[src/hdl/mlpbp_pkg.sv]
// Shared types, codes and arithmetic helpers for the backprop train-step unit.
// Used by mlpbp_ctrl, mlpbp_dp and the top level; no dependencies.
package mlpbp_pkg;

	localparam int INPUT_COUNT = 3;
	localparam int WEIGHT_LIMIT = 20480;
	localparam int ONE_Q = 4096;
	localparam int TANH_MAX = 4093;

	localparam logic [1:0] REQ_INFER = 2'd0;
	localparam logic [1:0] REQ_TRAIN = 2'd1;
	localparam logic [1:0] REQ_LOAD = 2'd2;

	localparam logic [7:0] REG_RATE_HO = 8'd0;
	localparam logic [7:0] REG_RATE_IH = 8'd1;

	localparam logic [2:0] MA_X = 3'd0;
	localparam logic [2:0] MA_H = 3'd1;
	localparam logic [2:0] MA_RHO = 3'd2;
	localparam logic [2:0] MA_RIH = 3'd3;
	localparam logic [2:0] MA_T = 3'd4;
	localparam logic [2:0] MA_D = 3'd5;

	localparam logic [2:0] MB_RD = 3'd0;
	localparam logic [2:0] MB_ERR = 3'd1;
	localparam logic [2:0] MB_H = 3'd2;
	localparam logic [2:0] MB_G = 3'd3;
	localparam logic [2:0] MB_X = 3'd4;

	localparam logic [1:0] WR_LOAD = 2'd0;
	localparam logic [1:0] WR_OUT = 2'd1;
	localparam logic [1:0] WR_HID = 2'd2;

	typedef struct packed {
		logic cap;
		logic rd_en;
		logic wr_en;
		logic [1:0] wr_sel;
		logic mul_en;
		logic [2:0] a_sel;
		logic [2:0] b_sel;
		logic acc_clr;
		logic acc_add;
		logic hpot_ld;
		logic h_ld;
		logic pred_ld;
		logic err_ld;
		logic clr_res;
		logic t_ld;
		logic d_ld;
		logic g_ld;
		logic res_ld;
	} dp_cmd_t;

	typedef struct packed {
		logic is_load;
		logic is_train;
	} dp_stat_t;

	function automatic logic signed [52:0] round_sh(input logic signed [51:0] v,
			input int unsigned s);
		logic signed [52:0] t;
		t = {v[51], v} + (53'sd1 <<< (s - 1));
		return t >>> s;
	endfunction

	function automatic logic signed [15:0] sat16(input logic signed [52:0] v);
		if (v > 53'sd32767) return 16'sh7fff;
		if (v < -53'sd32768) return -16'sh8000;
		return v[15:0];
	endfunction

	function automatic logic [12:0] tanh_tab(input logic [4:0] i);
		case (i)
			5'd0: return 13'd0;
			5'd1: return 13'd1003;
			5'd2: return 13'd1893;
			5'd3: return 13'd2602;
			5'd4: return 13'd3119;
			5'd5: return 13'd3475;
			5'd6: return 13'd3707;
			5'd7: return 13'd3856;
			5'd8: return 13'd3949;
			5'd9: return 13'd4006;
			5'd10: return 13'd4041;
			5'd11: return 13'd4062;
			5'd12: return 13'd4076;
			5'd13: return 13'd4084;
			5'd14: return 13'd4089;
			5'd15: return 13'd4091;
			default: return 13'd4093;
		endcase
	endfunction

	function automatic logic signed [15:0] tanh_q(input logic signed [15:0] x);
		logic [16:0] a;
		logic [4:0] i;
		logic [12:0] lo;
		logic [12:0] hi;
		logic [20:0] step;
		logic [12:0] y;
		a = x[15] ? (17'd0 - {x[15], x}) : {1'b0, x};
		i = {1'b0, a[13:10]};
		lo = tanh_tab(i);
		hi = tanh_tab(i + 5'd1);
		step = 21'(hi - lo) * 21'(a[9:0]);
		if (a[16:14] != 3'd0) y = 13'(TANH_MAX);
		else y = lo + 13'((step + 21'd512) >> 10);
		return x[15] ? (16'sd0 - $signed({3'b0, y})) : $signed({3'b0, y});
	endfunction

endpackage

[src/hdl/mlpbp_dp.sv]
// Datapath: weight memory, shared multiplier, accumulator and scratch registers.
// Depends on mlpbp_pkg; driven by mlpbp_ctrl.
module mlpbp_dp #(
	parameter int HIDDEN_UNITS = 4,
	parameter int AW = 4,
	parameter int IW = 2
) (
	input logic clk,
	input logic arst_n,
	input mlpbp_pkg::dp_cmd_t cmd,
	output mlpbp_pkg::dp_stat_t stat,
	input logic [AW-1:0] addr,
	input logic [IW-1:0] hid_idx,
	input logic [1:0] in_k,
	input logic cfg_we,
	input logic [7:0] cfg_index,
	input logic [15:0] cfg_data,
	input logic [1:0] req_type,
	input logic signed [15:0] feature_a,
	input logic signed [15:0] feature_b,
	input logic signed [15:0] feature_bias,
	input logic signed [15:0] target,
	input logic [5:0] weight_index,
	input logic signed [15:0] weight_value,
	output logic signed [15:0] prediction,
	output logic signed [15:0] error
);
	import mlpbp_pkg::*;

	localparam int DEPTH = 4 * HIDDEN_UNITS;

	logic [15:0] rate_ho_q, rate_ih_q;
	logic [1:0] req_q;
	logic signed [15:0] x_q [INPUT_COUNT];
	logic signed [15:0] target_q, wval_q;
	logic [5:0] widx_q;
	logic signed [15:0] mem_q [DEPTH];
	logic [DEPTH-1:0] vld_q;
	logic signed [15:0] rd_q;
	logic signed [15:0] h_q [HIDDEN_UNITS];
	logic signed [33:0] a_val;
	logic signed [16:0] b_val;
	logic signed [50:0] prod_q;
	logic signed [39:0] acc_q;
	logic signed [15:0] hpot_q, pred_q, err_q, d_q, g_q;
	logic signed [33:0] t_q;
	logic signed [15:0] x_sel, h_sel;
	logic signed [52:0] delta, diff, hsq;
	logic signed [15:0] wr_data;
	logic [AW-1:0] wr_addr;
	logic wr_ok;

	assign stat.is_load = (req_q == REQ_LOAD);
	assign stat.is_train = (req_q == REQ_TRAIN);
	assign x_sel = x_q[in_k];
	assign h_sel = h_q[hid_idx];

	always_ff @(posedge clk or negedge arst_n) begin
		if (!arst_n) begin
			rate_ho_q <= 16'd655;
			rate_ih_q <= 16'd6554;
		end else if (cfg_we) begin
			if (cfg_index == REG_RATE_HO) rate_ho_q <= cfg_data;
			else if (cfg_index == REG_RATE_IH) rate_ih_q <= cfg_data;
		end
	end

	always_ff @(posedge clk) begin
		if (cmd.cap) begin
			req_q <= req_type;
			x_q[0] <= feature_a;
			x_q[1] <= feature_b;
			x_q[2] <= feature_bias;
			target_q <= target;
			widx_q <= weight_index;
			wval_q <= weight_value;
		end
	end

	always_comb begin
		case (cmd.a_sel)
			MA_X: a_val = 34'(x_sel);
			MA_H: a_val = 34'(h_sel);
			MA_RHO: a_val = $signed({18'd0, rate_ho_q});
			MA_RIH: a_val = $signed({18'd0, rate_ih_q});
			MA_T: a_val = t_q;
			MA_D: a_val = 34'(d_q);
			default: a_val = '0;
		endcase
		case (cmd.b_sel)
			MB_RD: b_val = 17'(rd_q);
			MB_ERR: b_val = 17'(err_q);
			MB_H: b_val = 17'(h_sel);
			MB_G: b_val = 17'(g_q);
			MB_X: b_val = 17'(x_sel);
			default: b_val = '0;
		endcase
	end

	always_comb begin
		delta = round_sh(52'(prod_q), 28);
		hsq = round_sh(52'(prod_q), 12);
		diff = 53'(rd_q) - delta;
		wr_addr = addr;
		wr_ok = cmd.wr_en;
		case (cmd.wr_sel)
			WR_LOAD: begin
				wr_data = wval_q;
				wr_addr = widx_q[AW-1:0];
				wr_ok = cmd.wr_en && ({1'b0, widx_q} < 7'(DEPTH));
			end
			WR_OUT: begin
				if (diff > 53'(WEIGHT_LIMIT)) wr_data = 16'(WEIGHT_LIMIT);
				else if (diff < -53'(WEIGHT_LIMIT)) wr_data = -16'(WEIGHT_LIMIT);
				else wr_data = diff[15:0];
			end
			WR_HID: wr_data = sat16(diff);
			default: wr_data = '0;
		endcase
	end

	always_ff @(posedge clk) begin
		if (wr_ok) mem_q[wr_addr] <= wr_data;
		if (cmd.rd_en) rd_q <= vld_q[addr] ? mem_q[addr] : 16'sd0;
	end

	always_ff @(posedge clk or negedge arst_n) begin
		if (!arst_n) vld_q <= '0;
		else if (wr_ok) vld_q[wr_addr] <= 1'b1;
	end

	always_ff @(posedge clk) begin
		if (cmd.mul_en) prod_q <= a_val * b_val;
		if (cmd.acc_clr) acc_q <= '0;
		else if (cmd.acc_add) acc_q <= acc_q + 40'(prod_q);
		if (cmd.hpot_ld) hpot_q <= sat16(round_sh(52'(acc_q), 12));
		if (cmd.h_ld) h_q[hid_idx] <= tanh_q(hpot_q);
		if (cmd.clr_res) begin
			pred_q <= '0;
			err_q <= '0;
		end else begin
			if (cmd.pred_ld) pred_q <= sat16(round_sh(52'(acc_q), 12));
			if (cmd.err_ld) err_q <= sat16(53'(pred_q) - 53'(target_q));
		end
		if (cmd.t_ld) t_q <= prod_q[33:0];
		if (cmd.d_ld) d_q <= 16'(ONE_Q) - hsq[15:0];
		if (cmd.g_ld) g_q <= sat16(round_sh(52'(prod_q), 24));
		if (cmd.res_ld) begin
			prediction <= pred_q;
			error <= err_q;
		end
	end

endmodule

[src/hdl/mlpbp_ctrl.sv]
// Sequencer for the backprop unit: walks weight load, forward pass, output and hidden updates.
// Depends on mlpbp_pkg; commands mlpbp_dp.
module mlpbp_ctrl #(
	parameter int HIDDEN_UNITS = 4,
	parameter int AW = 4,
	parameter int IW = 2
) (
	input logic clk,
	input logic arst_n,
	input logic in_valid,
	output logic in_ready,
	output logic out_valid,
	input logic out_ready,
	input mlpbp_pkg::dp_stat_t stat,
	output mlpbp_pkg::dp_cmd_t cmd,
	output logic [AW-1:0] addr,
	output logic [IW-1:0] hid_idx,
	output logic [1:0] in_k
);
	import mlpbp_pkg::*;

	localparam logic [4:0] S_IDLE = 5'd0;
	localparam logic [4:0] S_DISP = 5'd1;
	localparam logic [4:0] S_LOAD = 5'd2;
	localparam logic [4:0] S_F_RD = 5'd3;
	localparam logic [4:0] S_F_MUL = 5'd4;
	localparam logic [4:0] S_F_ACC = 5'd5;
	localparam logic [4:0] S_F_HS = 5'd6;
	localparam logic [4:0] S_F_TH = 5'd7;
	localparam logic [4:0] S_P_RD = 5'd8;
	localparam logic [4:0] S_P_MUL = 5'd9;
	localparam logic [4:0] S_P_ACC = 5'd10;
	localparam logic [4:0] S_P_FIN = 5'd11;
	localparam logic [4:0] S_ERR = 5'd12;
	localparam logic [4:0] S_O_RD = 5'd13;
	localparam logic [4:0] S_O_T = 5'd14;
	localparam logic [4:0] S_O_MUL = 5'd15;
	localparam logic [4:0] S_O_WR = 5'd16;
	localparam logic [4:0] S_H_RD = 5'd17;
	localparam logic [4:0] S_H_D = 5'd18;
	localparam logic [4:0] S_H_M1 = 5'd19;
	localparam logic [4:0] S_H_T1 = 5'd20;
	localparam logic [4:0] S_H_M2 = 5'd21;
	localparam logic [4:0] S_H_G = 5'd22;
	localparam logic [4:0] S_H_M3 = 5'd23;
	localparam logic [4:0] S_H_T2 = 5'd24;
	localparam logic [4:0] S_W_RD = 5'd25;
	localparam logic [4:0] S_W_MUL = 5'd26;
	localparam logic [4:0] S_W_WR = 5'd27;
	localparam logic [4:0] S_DONE = 5'd28;

	localparam logic [AW-1:0] HC = AW'(HIDDEN_UNITS);
	localparam logic [AW-1:0] OUT_BASE = AW'(3 * HIDDEN_UNITS);
	localparam logic [IW-1:0] I_LAST = IW'(HIDDEN_UNITS - 1);
	localparam logic [1:0] K_LAST = 2'(INPUT_COUNT - 1);

	logic [4:0] state_q, state_d;
	logic [IW-1:0] i_q, i_d;
	logic [1:0] k_q, k_d;
	logic ov_q;
	logic [AW-1:0] hid_addr, out_addr;

	assign in_ready = (state_q == S_IDLE);
	assign out_valid = ov_q;
	assign hid_idx = i_q;
	assign in_k = k_q;
	assign hid_addr = AW'(k_q) * HC + AW'(i_q);
	assign out_addr = OUT_BASE + AW'(i_q);

	always_comb begin
		state_d = state_q;
		i_d = i_q;
		k_d = k_q;
		cmd = '0;
		addr = hid_addr;
		case (state_q)
			S_IDLE: begin
				cmd.cap = in_valid;
				i_d = '0;
				k_d = '0;
				if (in_valid) state_d = S_DISP;
			end
			S_DISP: begin
				cmd.acc_clr = 1'b1;
				state_d = stat.is_load ? S_LOAD : S_F_RD;
			end
			S_LOAD: begin
				cmd.wr_en = 1'b1;
				cmd.wr_sel = WR_LOAD;
				cmd.clr_res = 1'b1;
				state_d = S_DONE;
			end
			S_F_RD: begin
				cmd.rd_en = 1'b1;
				state_d = S_F_MUL;
			end
			S_F_MUL: begin
				cmd.mul_en = 1'b1;
				cmd.a_sel = MA_X;
				cmd.b_sel = MB_RD;
				state_d = S_F_ACC;
			end
			S_F_ACC: begin
				cmd.acc_add = 1'b1;
				if (k_q == K_LAST) begin
					k_d = '0;
					state_d = S_F_HS;
				end else begin
					k_d = k_q + 2'd1;
					state_d = S_F_RD;
				end
			end
			S_F_HS: begin
				cmd.hpot_ld = 1'b1;
				cmd.acc_clr = 1'b1;
				state_d = S_F_TH;
			end
			S_F_TH: begin
				cmd.h_ld = 1'b1;
				if (i_q == I_LAST) begin
					i_d = '0;
					state_d = S_P_RD;
				end else begin
					i_d = i_q + 1'b1;
					state_d = S_F_RD;
				end
			end
			S_P_RD: begin
				addr = out_addr;
				cmd.rd_en = 1'b1;
				state_d = S_P_MUL;
			end
			S_P_MUL: begin
				cmd.mul_en = 1'b1;
				cmd.a_sel = MA_H;
				cmd.b_sel = MB_RD;
				state_d = S_P_ACC;
			end
			S_P_ACC: begin
				cmd.acc_add = 1'b1;
				if (i_q == I_LAST) begin
					i_d = '0;
					state_d = S_P_FIN;
				end else begin
					i_d = i_q + 1'b1;
					state_d = S_P_RD;
				end
			end
			S_P_FIN: begin
				cmd.pred_ld = 1'b1;
				state_d = S_ERR;
			end
			S_ERR: begin
				cmd.err_ld = 1'b1;
				state_d = stat.is_train ? S_O_RD : S_DONE;
			end
			S_O_RD: begin
				addr = out_addr;
				cmd.rd_en = 1'b1;
				cmd.mul_en = 1'b1;
				cmd.a_sel = MA_RHO;
				cmd.b_sel = MB_ERR;
				state_d = S_O_T;
			end
			S_O_T: begin
				cmd.t_ld = 1'b1;
				state_d = S_O_MUL;
			end
			S_O_MUL: begin
				cmd.mul_en = 1'b1;
				cmd.a_sel = MA_T;
				cmd.b_sel = MB_H;
				state_d = S_O_WR;
			end
			S_O_WR: begin
				addr = out_addr;
				cmd.wr_en = 1'b1;
				cmd.wr_sel = WR_OUT;
				if (i_q == I_LAST) begin
					i_d = '0;
					state_d = S_H_RD;
				end else begin
					i_d = i_q + 1'b1;
					state_d = S_O_RD;
				end
			end
			S_H_RD: begin
				addr = out_addr;
				cmd.rd_en = 1'b1;
				cmd.mul_en = 1'b1;
				cmd.a_sel = MA_H;
				cmd.b_sel = MB_H;
				state_d = S_H_D;
			end
			S_H_D: begin
				cmd.d_ld = 1'b1;
				state_d = S_H_M1;
			end
			S_H_M1: begin
				cmd.mul_en = 1'b1;
				cmd.a_sel = MA_D;
				cmd.b_sel = MB_RD;
				state_d = S_H_T1;
			end
			S_H_T1: begin
				cmd.t_ld = 1'b1;
				state_d = S_H_M2;
			end
			S_H_M2: begin
				cmd.mul_en = 1'b1;
				cmd.a_sel = MA_T;
				cmd.b_sel = MB_ERR;
				state_d = S_H_G;
			end
			S_H_G: begin
				cmd.g_ld = 1'b1;
				state_d = S_H_M3;
			end
			S_H_M3: begin
				cmd.mul_en = 1'b1;
				cmd.a_sel = MA_RIH;
				cmd.b_sel = MB_G;
				state_d = S_H_T2;
			end
			S_H_T2: begin
				cmd.t_ld = 1'b1;
				k_d = '0;
				state_d = S_W_RD;
			end
			S_W_RD: begin
				cmd.rd_en = 1'b1;
				state_d = S_W_MUL;
			end
			S_W_MUL: begin
				cmd.mul_en = 1'b1;
				cmd.a_sel = MA_T;
				cmd.b_sel = MB_X;
				state_d = S_W_WR;
			end
			S_W_WR: begin
				cmd.wr_en = 1'b1;
				cmd.wr_sel = WR_HID;
				if (k_q == K_LAST) begin
					k_d = '0;
					if (i_q == I_LAST) begin
						i_d = '0;
						state_d = S_DONE;
					end else begin
						i_d = i_q + 1'b1;
						state_d = S_H_RD;
					end
				end else begin
					k_d = k_q + 2'd1;
					state_d = S_W_RD;
				end
			end
			S_DONE: begin
				if (!ov_q || out_ready) begin
					cmd.res_ld = 1'b1;
					state_d = S_IDLE;
				end
			end
			default: state_d = S_IDLE;
		endcase
	end

	always_ff @(posedge clk or negedge arst_n) begin
		if (!arst_n) begin
			state_q <= S_IDLE;
			i_q <= '0;
			k_q <= '0;
			ov_q <= 1'b0;
		end else begin
			state_q <= state_d;
			i_q <= i_d;
			k_q <= k_d;
			if (cmd.res_ld) ov_q <= 1'b1;
			else if (out_ready) ov_q <= 1'b0;
		end
	end

endmodule

[src/hdl/mlp_backprop_train_step_unit.sv]
// Top level of the online-trained one-hidden-layer tanh perceptron.
// Depends on mlpbp_pkg, mlpbp_ctrl and mlpbp_dp.
//
// Usage: one item enters on the s_axis channel (tuser = request: infer, train,
// load weight); one result leaves on m_axis (prediction, error) per item.
// Items are processed one at a time through one shared multiplier and a
// single-port weight memory; s_axis_tready is high only while idle.
// The time from accept to result depends on the request (load, infer or train)
// and is set by the multiplier issue sequence.
// The result sits in an output register: the next item is accepted while it
// waits; a stalled m_axis holds the following result in the datapath until
// the register frees.
// Learning rates are written on the cfg channel (always ready); write them only while idle (not enforced).
// Reset: rates return to defaults, all weights read as zero, no result pending.
module mlp_backprop_train_step_unit #(
	parameter int HIDDEN_UNITS = 4
) (
	input logic clk,
	input logic arst_n,
	input logic s_axis_tvalid,
	output logic s_axis_tready,
	// feature_a[15:0] feature_b[31:16] feature_bias[47:32] target[63:48]
	// weight_index[69:64] weight_value[85:70], zero pad [87:86]
	input logic [87:0] s_axis_tdata,
	// req_type[1:0]
	input logic [1:0] s_axis_tuser,
	output logic m_axis_tvalid,
	input logic m_axis_tready,
	// prediction[15:0] error[31:16]
	output logic [31:0] m_axis_tdata,
	input logic cfg_valid,
	output logic cfg_ready,
	input logic [7:0] cfg_index,
	input logic [15:0] cfg_data
);
	import mlpbp_pkg::*;

	localparam int AW = $clog2(4 * HIDDEN_UNITS);
	localparam int IW = (HIDDEN_UNITS > 1) ? $clog2(HIDDEN_UNITS) : 1;

	dp_cmd_t cmd;
	dp_stat_t stat;
	logic [AW-1:0] addr;
	logic [IW-1:0] hid_idx;
	logic [1:0] in_k;
	logic signed [15:0] prediction, error;

	assign cfg_ready = 1'b1;
	assign m_axis_tdata = {error, prediction};

	mlpbp_ctrl #(.HIDDEN_UNITS(HIDDEN_UNITS), .AW(AW), .IW(IW)) u_ctrl (
		.clk(clk),
		.arst_n(arst_n),
		.in_valid(s_axis_tvalid),
		.in_ready(s_axis_tready),
		.out_valid(m_axis_tvalid),
		.out_ready(m_axis_tready),
		.stat(stat),
		.cmd(cmd),
		.addr(addr),
		.hid_idx(hid_idx),
		.in_k(in_k)
	);

	mlpbp_dp #(.HIDDEN_UNITS(HIDDEN_UNITS), .AW(AW), .IW(IW)) u_dp (
		.clk(clk),
		.arst_n(arst_n),
		.cmd(cmd),
		.stat(stat),
		.addr(addr),
		.hid_idx(hid_idx),
		.in_k(in_k),
		.cfg_we(cfg_valid),
		.cfg_index(cfg_index),
		.cfg_data(cfg_data),
		.req_type(s_axis_tuser),
		.feature_a(s_axis_tdata[15:0]),
		.feature_b(s_axis_tdata[31:16]),
		.feature_bias(s_axis_tdata[47:32]),
		.target(s_axis_tdata[63:48]),
		.weight_index(s_axis_tdata[69:64]),
		.weight_value(s_axis_tdata[85:70]),
		.prediction(prediction),
		.error(error)
	);

endmodule

[config.mk]
export PLATFORM = sky130hd
export DESIGN_NAME = mlp_backprop_train_step_unit
export DESIGN_NICKNAME = d
export VERILOG_FILES = /design/src/hdl/mlpbp_pkg.sv /design/src/hdl/mlpbp_dp.sv /design/src/hdl/mlpbp_ctrl.sv /design/src/hdl/mlp_backprop_train_step_unit.sv
export SDC_FILE = /design/constraint.sdc
export NUM_CORES = 2
export LEC_CHECK = 0
export BUFFER_PORTS_ARGS = -buffer_cell sky130_fd_sc_hd__clkbuf_2
export CAP_MARGIN = 20
export CORE_MARGIN = 10
export CORE_UTILIZATION = 49
export CTS_CLUSTER_DIAMETER = 80
export DETAILED_ROUTE_END_ITERATION = 10
export GPL_ROUTABILITY_DRIVEN = 0
export PLACE_DENSITY = 0.65
export REMOVE_ABC_BUFFERS = 1
export SETUP_SLACK_MARGIN = 0.02
export SYNTH_ARGS = -nofsm -noshare
export SYNTH_HDL_FRONTEND = slang
export SYNTH_HIERARCHICAL = 1
export SYNTH_SLANG_ARGS = --single-unit
[constraint.sdc]
create_clock -name clk -period 19.5 [get_ports clk]
set_clock_uncertainty 0.2 [all_clocks]
set_input_delay 0.975 -clock clk [delete_from_list [all_inputs] [get_ports clk]]
set_output_delay 0.975 -clock clk [all_outputs]
set_load 0.02 [all_outputs]
==> run metrics <==
status completed; initial antenna violation count 12; post-synth top area share around 29%; DR pass1 iterations 10; Cells after Synth 5,533; # nets final 6,740; Syn Std Cell Area 0.0597 mm2; Largest stage delay, worst path slightly above 0.6 ns; minimum clock period ~13 ns; worst r2r dst u_dp/h_q[3][12]; asr flop ratio synth 8.16%; Post-synth EDFFs around 580; HP Start u_dp/vld_q[1]; die width roughly 370 um; CTS root buffer clkbuf_16; GR peak layer met2; top cells by count, synth 687 x inv_1, 664 x fa_1, 588 x nor2_1, 581 x edfxtp_1, 552 x nand2_1; post-DP HPWL 120,000 um; final setup vio count 0; CP endpoint kind flop; Max Freq 76.0 MHz; vias in the first global route 42,793; measured slew at the worst slew-check pin 1.18 ns; area grow syn2layout 9.31%; Core ar. between 0.1 and 0.15 mm2; cell taking the most area after synthesis edfxtp_1; most common cell in the netlist inv_1; dpl cells around 7,000; WHS Path Cells 1; GRT met2 Usage between 30% and 40%; synth unique cells about 100; die height between 300 and 400 um; Clock Sinks approximately 710; WS Path Type flop to flop; GR Util All Layers between 20% and 30%; via count between 40,000 and 50,000; hold_ws about 0.26 ns; WHS Endpoint u_dp/vld_q[1]; predominant post-synthesis flop cell edfxtp_1; largest net degree at the start of global routing ~70; # Post-CTS Setup Buffers 0; Max Root-Sink Buffers 3; worst hold path class flop to flop; CP max-delay cell xor2_1; footprint of the multi-input gates 0.0361 mm2; ranking of synthesized cells by area edfxtp_1 29%, fa_1 22%, ha_1 6.1%, inv_1 4.3%, mux4_2 4.2%; final cell count without fillers about 7,300; Routed Antenna Nets 0; worst skew pair latency 0.63 ns; Hold Buf Count CTS 0; Avg Cell Area, Syn 10.8 um2; #FFs+latches synth between 700 and 800; Max H-tree Level 3; final worst path period share between 60 and 70%; Die Area ~0.14 mm2; Slew Limit Headroom a little over a fifth; max cap viols 0; GRT met1 Usage about a third; Via-to-Cell Ratio between 5 and 6; First DRT Iteration DRCs roughly 3,700; met3 Usage GRT 3.45%; site row count about 130; Worst EP arrival around 13 ns; reg-to-reg startpoint u_dp/hpot_q[0]; register area approximately 0.02 mm2; layout cell share with drive strength beyond 1 11.3%; GR Overflow Total 0; worst-case reg-to-reg path depth 45; CP startpoint kind flop; TritonCTS clock tree done; WL/cell 21.7 um; TNS Setup 0 ns; clock-pin slew on the worst setup and hold paths 0.06 ns; Place WS around 6.4 ns; drc violations 0; I/O pins 154; Initial Util about 50%; port buffer count 150; R2R setup slack roughly 6.3 ns; Final Max Tran Viols 0; Final Hold Viols 0; synth warn 6; CP max FO 17; Seq/Total Area, Yosys roughly a third; post-CTS resize count 0; Post-Route WL around 160,000 um; required time of the critical path 19.66 ns; first-pass GRT wire length approximately 250,000 um; unrepaired setup endpoints after global routing no; Final WS setup about 6.3 ns; CTS Buf Count between 70 and 80; fill cell total of the finished layout about 11,000
registers in the layout, summed over array words and instances, names as in the netlist, 34 cells and up:
name / cells
u_dp/acc_q: 40
u_dp/h_q: 56
u_dp/mem_q: 256
u_dp/prod_q: 51
u_dp/t_q: 34
u_dp/x_q: 48
critical path: cells and delay by family, from the launching register on:
kind | cells | cell delay, ns
AND/OR/NAND/NOR | 10 | 1.69
AO/OA/AOI/OAI | 12 | 2.78
adder cells (fa/ha/maj) | 12 | 4.98
flip-flops | 1 | 0.60
buffers and inverters | 6 | 0.82
XOR/XNOR | 5 | 1.77
cell type report:
type / instances / area share, %
Multi-Input combinational cell: 3917 / 55.3
Sequential cell: 711 / 31.2
Inverter: 688 / 3.96
Tap cell: 1612 / 3.09
Clock buffer: 86 / 2.97
Timing Repair Buffer: 273 / 2.66
Clock inverter: 48 / 0.773
Antenna cell: 2 / 0.00767
logic make-up (layout without fill, tap and decap cells):
| kind of cell | count (synthesis) | in the layout | share of synthesized area, % |
|---|---|---|---|
| AND/OR/NAND/NOR | 1662 | 1662 | 12.7 |
| adder cells (fa/ha/maj) | 972 | 972 | 28.7 |
| buffers and inverters | 905 | 1095 | 5.77 |
| AO/OA/AOI/OAI | 797 | 797 | 8.78 |
| flip-flops | 711 | 711 | 34.1 |
| XOR/XNOR | 263 | 263 | 3.86 |
| multiplexers | 222 | 222 | 6.15 |
| other | 1 | 3 | 0.00628 |
placed cells by master (no fill, tap or decap), types with 95 or more instances in the layout:
cell	synthesis	layout
a21oi_1	227	213
buf_4	6	116
clkbuf_2	1	149
edfxtp_1	581	581
fa_1	664	664
ha_1	293	293
inv_1	687	687
mux4_2	112	112
nand2_1	552	552
nor2_1	588	584
o21ai_0	142	140
xnor2_1	168	168
xor2_1	95	95
how the worst max path moves through the flow:
stage	to	cells past startpoint	slack, ns	start
final	u_dp/h_q[3][12]	45	6.35	u_dp/hpot_q[0]
after global routing	u_dp/h_q[1][11]	44	5.50	u_dp/hpot_q[15]
after CTS	u_dp/h_q[1][11]	47	6.30	u_dp/hpot_q[0]
after detailed placement	u_dp/h_q[0][11]	47	6.44	u_dp/hpot_q[0]
after global placement	u_dp/h_q[2][11]	47	6.66	u_dp/hpot_q[0]
after floorplan	u_dp/prod_q[43]	24	6.28	u_ctrl/hid_idx[0]
layer usage:
| metal | wire, um | share of wire, % |
|---|---|---|
| met1 | 66200 | 42 |
| met2 | 75600 | 47 |
| met3 | 11200 | 7.0 |
| met4 | 6210 | 3.9 |
| met5 | 27 | 0.017 |
through the flow:
stage / util, % / area, um2
after floorplan: - / 58800
after global placement: 52.0 / 62600
after detailed placement: 52.1 / 62700
after CTS: 54.1 / 65100
after global routing: 54.2 / 65200
final: 54.2 / 65200
Power is not shown: default switching activity piles up to over one toggle a cycle in this logic, so the estimate is an artifact.
